===== config.mk =====
export PLATFORM = sky130hd
export DESIGN_NAME = segment_center_of_mass_periodic_unit
export DESIGN_NICKNAME = d
export VERILOG_FILES = /design/src/hdl/segcom_pkg.sv /design/src/hdl/segment_center_of_mass_periodic_unit.sv
export SDC_FILE = /design/constraint.sdc
export NUM_CORES = 2
export LEC_CHECK = 0
export ABC_AREA = 0
export BUFFER_PORTS_ARGS = -buffer_cell sky130_fd_sc_hd__clkbuf_2
export CAP_MARGIN = 40
export CELL_PAD_IN_SITES_DETAIL_PLACEMENT = 1
export CELL_PAD_IN_SITES_GLOBAL_PLACEMENT = 1
export CORE_MARGIN = 5
export CORE_UTILIZATION = 30
export DETAILED_ROUTE_END_ITERATION = 10
export GPL_ROUTABILITY_DRIVEN = 0
export HOLD_SLACK_MARGIN = 0.15
export PLACE_DENSITY = 0.67
export SYNTH_ARGS = -nofsm -noshare
export SYNTH_HDL_FRONTEND = slang
export SYNTH_SLANG_ARGS = --single-unit

===== constraint.sdc =====
create_clock -name i_clk -period 10.02 [get_ports i_clk]
set_input_delay 2.004 -clock i_clk [delete_from_list [all_inputs] [get_ports i_clk]]
set_output_delay 2.004 -clock i_clk [all_outputs]
set_load 0.01 [all_outputs]

===== src/hdl/segcom_pkg.sv =====
// Shared widths, register indexes and types for the segment center-of-mass unit.
`timescale 1ns / 1ps

package segcom_pkg;

    localparam int COORD_W    = 32;
    localparam int BOX_W      = 31;
    localparam int SPC_W      = 11;
    localparam int CPF_W      = 16;
    localparam int SEG_W      = 10;
    localparam int CHN_W      = 16;
    localparam int CNT_W      = 11;
    localparam int SUM_W      = 44;
    localparam int FOLD_W     = 33;
    localparam int UNW_W      = 34;
    localparam int DIV_W      = 32;
    localparam int QUO_W      = 44;
    localparam int STEP_W     = 6;
    localparam int FOLD_STEPS = 33;
    localparam int MEAN_STEPS = 44;
    localparam int MAX_BEADS  = 1024;
    localparam int MAX_SEGS   = 1024;
    localparam int AXES       = 3;
    localparam int AXIS_W     = 2;

    localparam int CFG_IDX_W  = 2;
    localparam int CFG_W      = 31;

    localparam logic [CFG_IDX_W-1:0] REG_BOX_LENGTH = 2'd0;
    localparam logic [CFG_IDX_W-1:0] REG_SEGS_CHAIN = 2'd1;
    localparam logic [CFG_IDX_W-1:0] REG_CHAINS_FRM = 2'd2;

    localparam logic [BOX_W-1:0] BOX_RESET = 31'd2097152;
    localparam logic [SPC_W-1:0] SPC_RESET = 11'd1;
    localparam logic [CPF_W-1:0] CPF_RESET = 16'd1;

    typedef logic signed [COORD_W-1:0] t_coord;
    typedef logic signed [SUM_W-1:0]   t_sum;

endpackage


===== src/hdl/segment_center_of_mass_periodic_unit.sv =====
// Segment center of mass with periodic minimum-image unwrapping, one shared serial divider.
`timescale 1ns / 1ps
// A bead keeps the unit busy after its accept with a 33-step fold divide per axis plus
// load, fold and accumulate; with box_length zero the divide is skipped, and a bead that
// overflows the count is not accumulated. A new bead is taken only once the unit is idle.
// A last bead then runs the mean divides (44 steps each) plus any wait for the output
// register to drain before its result shows.
// Reset (synchronous, active low) clears sums, counts, indexes, references and output valid, and loads config resets.

module segment_center_of_mass_periodic_unit (
    input  logic                               i_clk,
    input  logic                               i_rst_n,
    input  logic                               i_cfg_we,
    input  logic [segcom_pkg::CFG_IDX_W-1:0]   i_cfg_addr,
    input  logic [segcom_pkg::CFG_W-1:0]       i_cfg_data,
    input  logic                               i_valid,
    output logic                               o_stall,
    input  logic signed [segcom_pkg::COORD_W-1:0] i_coord_x,
    input  logic signed [segcom_pkg::COORD_W-1:0] i_coord_y,
    input  logic signed [segcom_pkg::COORD_W-1:0] i_coord_z,
    input  logic                               i_last_bead,
    output logic                               o_valid,
    input  logic                               i_stall,
    output logic [segcom_pkg::CHN_W-1:0]       o_chain_number,
    output logic [segcom_pkg::SPC_W-1:0]       o_segment_number,
    output logic signed [segcom_pkg::COORD_W-1:0] o_center_x,
    output logic signed [segcom_pkg::COORD_W-1:0] o_center_y,
    output logic signed [segcom_pkg::COORD_W-1:0] o_center_z,
    output logic                               o_count_overflow
);
    import segcom_pkg::*;

    localparam logic [2:0] S_IDLE  = 3'd0;
    localparam logic [2:0] S_AXIS  = 3'd1;
    localparam logic [2:0] S_FDIV  = 3'd2;
    localparam logic [2:0] S_FOLD  = 3'd3;
    localparam logic [2:0] S_ACC   = 3'd4;
    localparam logic [2:0] S_MWAIT = 3'd5;
    localparam logic [2:0] S_MLOAD = 3'd6;
    localparam logic [2:0] S_MDIV  = 3'd7;

    localparam logic [AXIS_W-1:0] LAST_AXIS = AXIS_W'(AXES - 1);
    localparam logic [QUO_W-1:0]  POS_LIMIT = QUO_W'((64'd1 << (COORD_W - 1)) - 64'd1);
    localparam logic [QUO_W-1:0]  NEG_LIMIT = QUO_W'(64'd1 << (COORD_W - 1));
    localparam logic [COORD_W-1:0] SAT_HI   = COORD_W'((64'd1 << (COORD_W - 1)) - 64'd1);
    localparam logic [COORD_W-1:0] SAT_LO   = COORD_W'(64'd1 << (COORD_W - 1));

    logic [2:0]             r_state;
    logic [AXIS_W-1:0]      r_ax;
    logic [STEP_W-1:0]      r_cnt;
    logic                   r_mout;

    logic [BOX_W-1:0]       r_box;
    logic [SPC_W-1:0]       r_spc;
    logic [CPF_W-1:0]       r_cpf;

    t_coord                 r_coord [AXES];
    t_coord                 r_ref   [AXES];
    t_sum                   r_sum   [AXES];
    logic                   r_last;
    logic [CNT_W-1:0]       r_count;
    logic                   r_ovf;
    logic [SEG_W-1:0]       r_seg;
    logic [CHN_W-1:0]       r_chn;

    // shared restoring divider
    logic [DIV_W-1:0]       r_rem;
    logic [QUO_W-1:0]       r_q;
    logic [DIV_W-1:0]       r_div;
    logic                   r_neg;
    logic signed [FOLD_W-1:0] r_fold;

    logic [DIV_W:0]         n_rem_sh;
    logic [DIV_W:0]         n_rem_diff;
    logic                   n_ge;
    logic [DIV_W-1:0]       n_rem;
    logic [QUO_W-1:0]       n_q;

    t_coord                 n_xa;
    logic [COORD_W-1:0]     n_xmag;
    logic [FOLD_W-1:0]      n_num;

    logic signed [FOLD_W-1:0] n_t;
    logic signed [FOLD_W-1:0] n_half;
    logic signed [FOLD_W-1:0] n_fold;

    logic signed [UNW_W-1:0]  n_fold_x;
    logic signed [UNW_W-1:0]  n_box_x;
    logic signed [UNW_W-1:0]  n_diff;
    logic signed [UNW_W:0]    n_diff2;
    logic signed [UNW_W:0]    n_box2;
    logic signed [UNW_W-1:0]  n_unwrap;

    t_sum                   n_sum_cur;
    logic [QUO_W-1:0]       n_sum_mag;
    logic [QUO_W-1:0]       n_qneg;
    logic [COORD_W-1:0]     n_mean;

    logic [SPC_W-1:0]       n_segs;
    logic [CPF_W-1:0]       n_chains;
    logic [SPC_W-1:0]       n_seg_inc;
    logic [CHN_W:0]         n_chn_inc;

    logic                   n_accept;
    logic                   n_box_zero;

    assign o_stall    = (r_state != S_IDLE);
    assign n_accept   = i_valid && !o_stall;
    assign n_box_zero = (r_box == '0);

    // one divider step per cycle
    always_comb begin
        n_rem_sh   = {r_rem, r_q[QUO_W-1]};
        n_rem_diff = n_rem_sh - {1'b0, r_div};
        n_ge       = (n_rem_sh >= {1'b0, r_div});
        n_rem      = n_ge ? n_rem_diff[DIV_W-1:0] : n_rem_sh[DIV_W-1:0];
        n_q        = {r_q[QUO_W-2:0], n_ge};
    end

    // fold numerator 2|x| + box, divided by 2 box
    always_comb begin
        n_xa   = r_coord[r_ax];
        n_xmag = n_xa[COORD_W-1] ? COORD_W'(-n_xa) : COORD_W'(n_xa);
        n_num  = {n_xmag, 1'b0} + FOLD_W'(r_box);
    end

    // |x| - box*q = (rem - box) / 2, exact since rem and box share parity
    always_comb begin
        n_t    = $signed({1'b0, r_rem}) - $signed(FOLD_W'(r_box));
        n_half = n_t >>> 1;
        n_fold = r_neg ? -n_half : n_half;
    end

    // minimum-image shift against the reference
    always_comb begin
        n_fold_x = UNW_W'(r_fold);
        n_box_x  = $signed(UNW_W'(r_box));
        n_diff   = n_fold_x - UNW_W'(r_ref[r_ax]);
        n_diff2  = {n_diff, 1'b0};
        n_box2   = $signed((UNW_W + 1)'(r_box));
        if (n_box_zero) begin
            n_unwrap = n_fold_x;
        end else if (n_diff2 > n_box2) begin
            n_unwrap = n_fold_x - n_box_x;
        end else if (n_diff2 < -n_box2) begin
            n_unwrap = n_fold_x + n_box_x;
        end else begin
            n_unwrap = n_fold_x;
        end
    end

    // mean magnitude in, signed saturated mean out
    always_comb begin
        n_sum_cur = r_sum[r_ax];
        n_sum_mag = n_sum_cur[SUM_W-1] ? QUO_W'(-n_sum_cur) : QUO_W'(n_sum_cur);
        n_qneg    = -r_q;
        if (!r_neg) begin
            n_mean = (r_q > POS_LIMIT) ? SAT_HI : r_q[COORD_W-1:0];
        end else begin
            n_mean = (r_q > NEG_LIMIT) ? SAT_LO : n_qneg[COORD_W-1:0];
        end
    end

    // segment and chain numbering
    always_comb begin
        if (r_spc == '0) begin
            n_segs = SPC_W'(1);
        end else if (r_spc > SPC_W'(MAX_SEGS)) begin
            n_segs = SPC_W'(MAX_SEGS);
        end else begin
            n_segs = r_spc;
        end
        n_chains  = (r_cpf == '0) ? CPF_W'(1) : r_cpf;
        n_seg_inc = SPC_W'(r_seg) + SPC_W'(1);
        n_chn_inc = (CHN_W + 1)'(r_chn) + (CHN_W + 1)'(1);
    end

    always_ff @(posedge i_clk) begin
        if (!i_rst_n) begin
            r_state <= S_IDLE;
            r_ax    <= '0;
            r_cnt   <= '0;
            r_mout  <= 1'b0;
            r_box   <= BOX_RESET;
            r_spc   <= SPC_RESET;
            r_cpf   <= CPF_RESET;
            r_count <= '0;
            r_ovf   <= 1'b0;
            r_seg   <= '0;
            r_chn   <= '0;
            o_valid <= 1'b0;
            for (int a = 0; a < AXES; a++) begin
                r_sum[a] <= '0;
                r_ref[a] <= '0;
            end
        end else begin
            if (i_cfg_we) begin
                case (i_cfg_addr)
                    REG_BOX_LENGTH: r_box <= i_cfg_data[BOX_W-1:0];
                    REG_SEGS_CHAIN: r_spc <= i_cfg_data[SPC_W-1:0];
                    REG_CHAINS_FRM: r_cpf <= i_cfg_data[CPF_W-1:0];
                    default: ;
                endcase
            end

            if (o_valid && !i_stall) begin
                o_valid <= 1'b0;
            end

            case (r_state)
                S_IDLE: begin
                    if (n_accept) begin
                        r_coord[0] <= i_coord_x;
                        r_coord[1] <= i_coord_y;
                        r_coord[2] <= i_coord_z;
                        r_last     <= i_last_bead;
                        r_ax       <= '0;
                        if (r_count == '0) begin
                            r_ref[0] <= i_coord_x;
                            r_ref[1] <= i_coord_y;
                            r_ref[2] <= i_coord_z;
                        end
                        if (r_count < CNT_W'(MAX_BEADS)) begin
                            r_count <= r_count + CNT_W'(1);
                            r_state <= S_AXIS;
                        end else begin
                            r_ovf   <= 1'b1;
                            r_state <= i_last_bead ? S_MWAIT : S_IDLE;
                        end
                    end
                end
                S_AXIS: begin
                    r_neg <= n_xa[COORD_W-1];
                    if (n_box_zero) begin
                        r_fold  <= FOLD_W'(n_xa);
                        r_state <= S_ACC;
                    end else begin
                        r_rem   <= '0;
                        r_q     <= {n_num, (QUO_W - FOLD_W)'(0)};
                        r_div   <= {r_box, 1'b0};
                        r_cnt   <= STEP_W'(FOLD_STEPS);
                        r_state <= S_FDIV;
                    end
                end
                S_FDIV: begin
                    r_rem <= n_rem;
                    r_q   <= n_q;
                    r_cnt <= r_cnt - STEP_W'(1);
                    if (r_cnt == STEP_W'(1)) begin
                        r_state <= S_FOLD;
                    end
                end
                S_FOLD: begin
                    r_fold  <= n_fold;
                    r_state <= S_ACC;
                end
                S_ACC: begin
                    r_sum[r_ax] <= r_sum[r_ax] + SUM_W'(n_unwrap);
                    if (r_ax == LAST_AXIS) begin
                        r_ax    <= '0;
                        r_state <= r_last ? S_MWAIT : S_IDLE;
                    end else begin
                        r_ax    <= r_ax + AXIS_W'(1);
                        r_state <= S_AXIS;
                    end
                end
                S_MWAIT: begin
                    // results go straight into the output register once it drains
                    if (!o_valid) begin
                        r_ax    <= '0;
                        r_state <= S_MLOAD;
                    end
                end
                S_MLOAD: begin
                    r_neg   <= n_sum_cur[SUM_W-1];
                    r_rem   <= '0;
                    r_q     <= n_sum_mag;
                    r_div   <= DIV_W'(r_count);
                    r_cnt   <= STEP_W'(MEAN_STEPS);
                    r_mout  <= 1'b0;
                    r_state <= S_MDIV;
                end
                S_MDIV: begin
                    if (!r_mout) begin
                        r_rem <= n_rem;
                        r_q   <= n_q;
                        r_cnt <= r_cnt - STEP_W'(1);
                        if (r_cnt == STEP_W'(1)) begin
                            r_mout <= 1'b1;
                        end
                    end else begin
                        r_mout <= 1'b0;
                        case (r_ax)
                            2'd0:    o_center_x <= n_mean;
                            2'd1:    o_center_y <= n_mean;
                            default: o_center_z <= n_mean;
                        endcase
                        if (r_ax == LAST_AXIS) begin
                            o_valid          <= 1'b1;
                            o_chain_number   <= n_chn_inc[CHN_W-1:0];
                            o_segment_number <= n_seg_inc;
                            o_count_overflow <= r_ovf;
                            for (int a = 0; a < AXES; a++) begin
                                r_sum[a] <= '0;
                            end
                            r_count <= '0;
                            r_ovf   <= 1'b0;
                            if (n_seg_inc >= n_segs) begin
                                r_seg <= '0;
                                if (n_chn_inc >= (CHN_W + 1)'(n_chains)) begin
                                    r_chn <= '0;
                                end else begin
                                    r_chn <= n_chn_inc[CHN_W-1:0];
                                end
                            end else begin
                                r_seg <= n_seg_inc[SEG_W-1:0];
                            end
                            r_ax    <= '0;
                            r_state <= S_IDLE;
                        end else begin
                            r_ax    <= r_ax + AXIS_W'(1);
                            r_state <= S_MLOAD;
                        end
                    end
                end
                default: r_state <= S_IDLE;
            endcase
        end
    end

endmodule

==> impl_metrics.ini <==
[status]
outcome = completed

[sta]
tightest_slew_ns = 0.905
drv_slew = 0
relSlewSlack_pct = 39.3
rsz0062_at_grt = false
setup_viol = 0
fin_skew_ns = 0.0661
max_freq_ghz = 0.106
timing.hold.ws_ns = 0.474
period_share_pct = 94.4
hold_viol = 0
setup_tns_ns = 0
finalCriticalPeriod_ns = 9.46

[final_layout]
nets = 5526
synthToLayoutAreaGrowth_pct = 14.2
multiInputGateArea_um2 = 25000
final-seq-area_um2 = 21300
n_fill_cell = 18000
final_area_um2 = 54700
drive_above_1_share_pct = 12.3

[drt]
ant_nets = 0
drt-initial-drc-count = 3548
wire_per_inst_um = 24.2
drc = 0
firstDrtPassIters = 5
avgViaCountPerCell = 5.54
via_count = 39900
wl_mm = 174

[clock_tree]
clockRootBuffer = clkbuf_16
clock_sinks = 746
htree_levels = 3
cts_max_path_buffers = 3
cts_tree = built
clk_pin_slew_worst_paths_ns = 0.06
cts_inserted_buffers = 86
clk_latency_ns = 0.74

[run]
maxCapViolCount = 0

[worst_hold_path]
hp-class = reg2reg
holdCritStartpoint = r_cpf[7]

[yosys]
yosysUniqueCellTypes = 92
synth.area.mux_share_pct = 4.83
async_flop_share_pct = 0
syn_avg_cell_area_um2 = 9.93
ys_ff_latch = 746
synth-xor-area-share_pct = 5.43
synth-compound-area-share_pct = 17.0
synth_ff_type = edfxtp_1
synth_largest_area_cell = edfxtp_1
syn_inst = 4824
syn_area_um2 = 47900
synth_top_area_share_pct = 39.8
ys_seq_area_share_pct = 44.4
synth-simple-area-share_pct = 15.6
synth_edf_count = 635
synth.area.top_cells = edfxtp_1, ha_1, dfxtp_1
yosys_warnings = 0
synth_top_family_by_area = compound AO/OA/AOI/OAI gates
synth_adder_area_share_pct = 8.99
synth_nets = 5299

[placement]
place_hpwl_mm = 134
dpl_cell_area_um2 = 51800
portBuffers = 260

[power]
p_leak_uw = 0.0208
ir_worst_vdd_uv = 146
p_per_area_nw_per_um2 = 178

[setup_path]
worst-setup-path-type = reg2reg
cp_common_cell = a21oi_1
crit_fanout = 28
required_ns = 10.58
worst_setup_path_start_kind = flip-flop
max_stage_delay_ns = 0.56
endpoint_kind = flip-flop
cpMaxStageDelayCell = dfxtp_4
cp.arrival_ns = 10.02
r2r_setup_slack_ns = 0.56

[floorplanning]
initial_utilization_pct = 30.2
die_area_um2 = 168000
die_h_um = 410
ioPinCount = 261
die_x_um = 410
coreArea_um2 = 159000
num_rows = 146

[global_routing]
grt_pass1_vias = 39800
grt_max_degree = 97
grt_pass1_wl_mm = 258
gr-total-overflow = 0
grt_antenna_before_repair = 12
track_usage_pct = 20.0
cell type report:
type	instances	area share [%]
diodes	4	0.0183
well taps	2072	4.74
repair buffers	350	3.82
inverters	254	1.74
clock inverters	53	0.931
clock buffers	104	4.17
multi-input cells	3613	45.6
flip-flops and latches	746	38.9
repair_timing:
action,in CTS,in global routing
hold buffers,0,0
setup endpoints to repair,0,51
buffers inserted,0,1
gates resized for setup,0,9
hold endpoints to repair,0,0
layout by cell type (no fill, tap or decap), types with 38 or more instances in the layout:
cell type / n
a21o_1: 126
a21oi_1: 385
a31oi_1: 54
and2_1: 116
buf_4: 74
clkbuf_16: 86
clkbuf_2: 262
dfxtp_1: 109
edfxtp_1: 635
ha_1: 333
inv_1: 250
mux2i_1: 114
mux4_2: 43
nand2_1: 379
nand2b_1: 41
nand3_1: 128
nand4_1: 49
nor2_1: 480
nor2b_1: 53
nor3_1: 83
nor4_1: 38
o21ai_0: 226
o221ai_1: 41
or3_1: 39
xnor2_1: 199
xor2_1: 98
registers in the layout (all words and copies together) (netlist names), 32 cells and up, named ones only:
register / cells
o_center_x: 32
o_center_z: 32
r_sum: 176
r_q: 44
r_div: 32
r_fold: 33
r_coord: 96
o_center_y: 32
r_ref: 96
r_rem: 32
where the power goes:
group | total, µW | switching, µW | internal, µW
clock | 3130 | 1400 | 1730
combinational | 2850 | 1850 | 1010
sequential | 3760 | 129 | 3630
total | 9740 | 3380 | 6360
cell families (layout without fill, tap and decap cells):
kind of cell,after synthesis,in the layout
compound gates,1246,1246
xor+xnor,297,297
fa+ha+maj,340,340
buf+inv,465,761
flops,746,746
mux,175,175
other cells,0,4
simple gates,1555,1555
path summary, 6_finish.rpt:
| check | cells past startpoint | endpoint |
|---|---|---|
| max reg2reg | 38 | r_sum[0][43] |
| min | 2 | r_cpf[7] |
| max | 38 | r_sum[0][43] |
| min reg2reg | 2 | r_cpf[7] |
Yosys cell counts, drive strengths merged, types with 18 or more instances:
cell type	instances
nor2	488
o211ai	26
nor2b	53
nand2b	42
mux2	18
o22ai	21
nor4	39
mux2i	114
ha	333
o31ai	24
nor3	85
edfxtp	635
dfxtp	111
o21ai	233
a21oi	387
xor2	98
and2	117
o21a	36
clkbuf	168
inv	251
nand3	128
or3	40
a211oi	30
or2	24
xnor2	199
and3	37
a31oi	54
nand2	385
o311ai	31
a21o	127
o21bai	33
buf	43
o221ai	41
mux4	43
a221o	29
nand4	49
metal layers:
metal  up-vias  share of wire, %  track usage (%)
li1      18300                 -                -
met1     19900                45             28.4
met2      1388                44             31.3
met3       245               6.8             2.93
met4         2               3.5             6.68
met5         -            0.0075                0
critical path: cells and delay by family, from the launching register on:
kind | cells | cell delay [ns]
compound gates | 21 | 5.27
simple gates | 11 | 1.88
fa+ha+maj | 3 | 1.06
flops | 1 | 0.56
buf+inv | 1 | 0.24
mux | 1 | 0.23
xor+xnor | 1 | 0.08
metrics by stage:
step / setup WS, ns / utilization [%] / total power (µW) / cells
finish: 0.559 / 34.5 / 9740 / 7196
global route: 0.0132 / 34.5 / 10200 / 7193
CTS: 0.0587 / 34.5 / 9760 / 7189
detailed placement: 0.0918 / 32.7 / 6610 / 7032
global placement: 0.291 / 32.6 / 6510 / 7018
floorplan: 0.0330 / - / 5680 / 4824
Note: power is estimated with default switching activity, not from simulation.
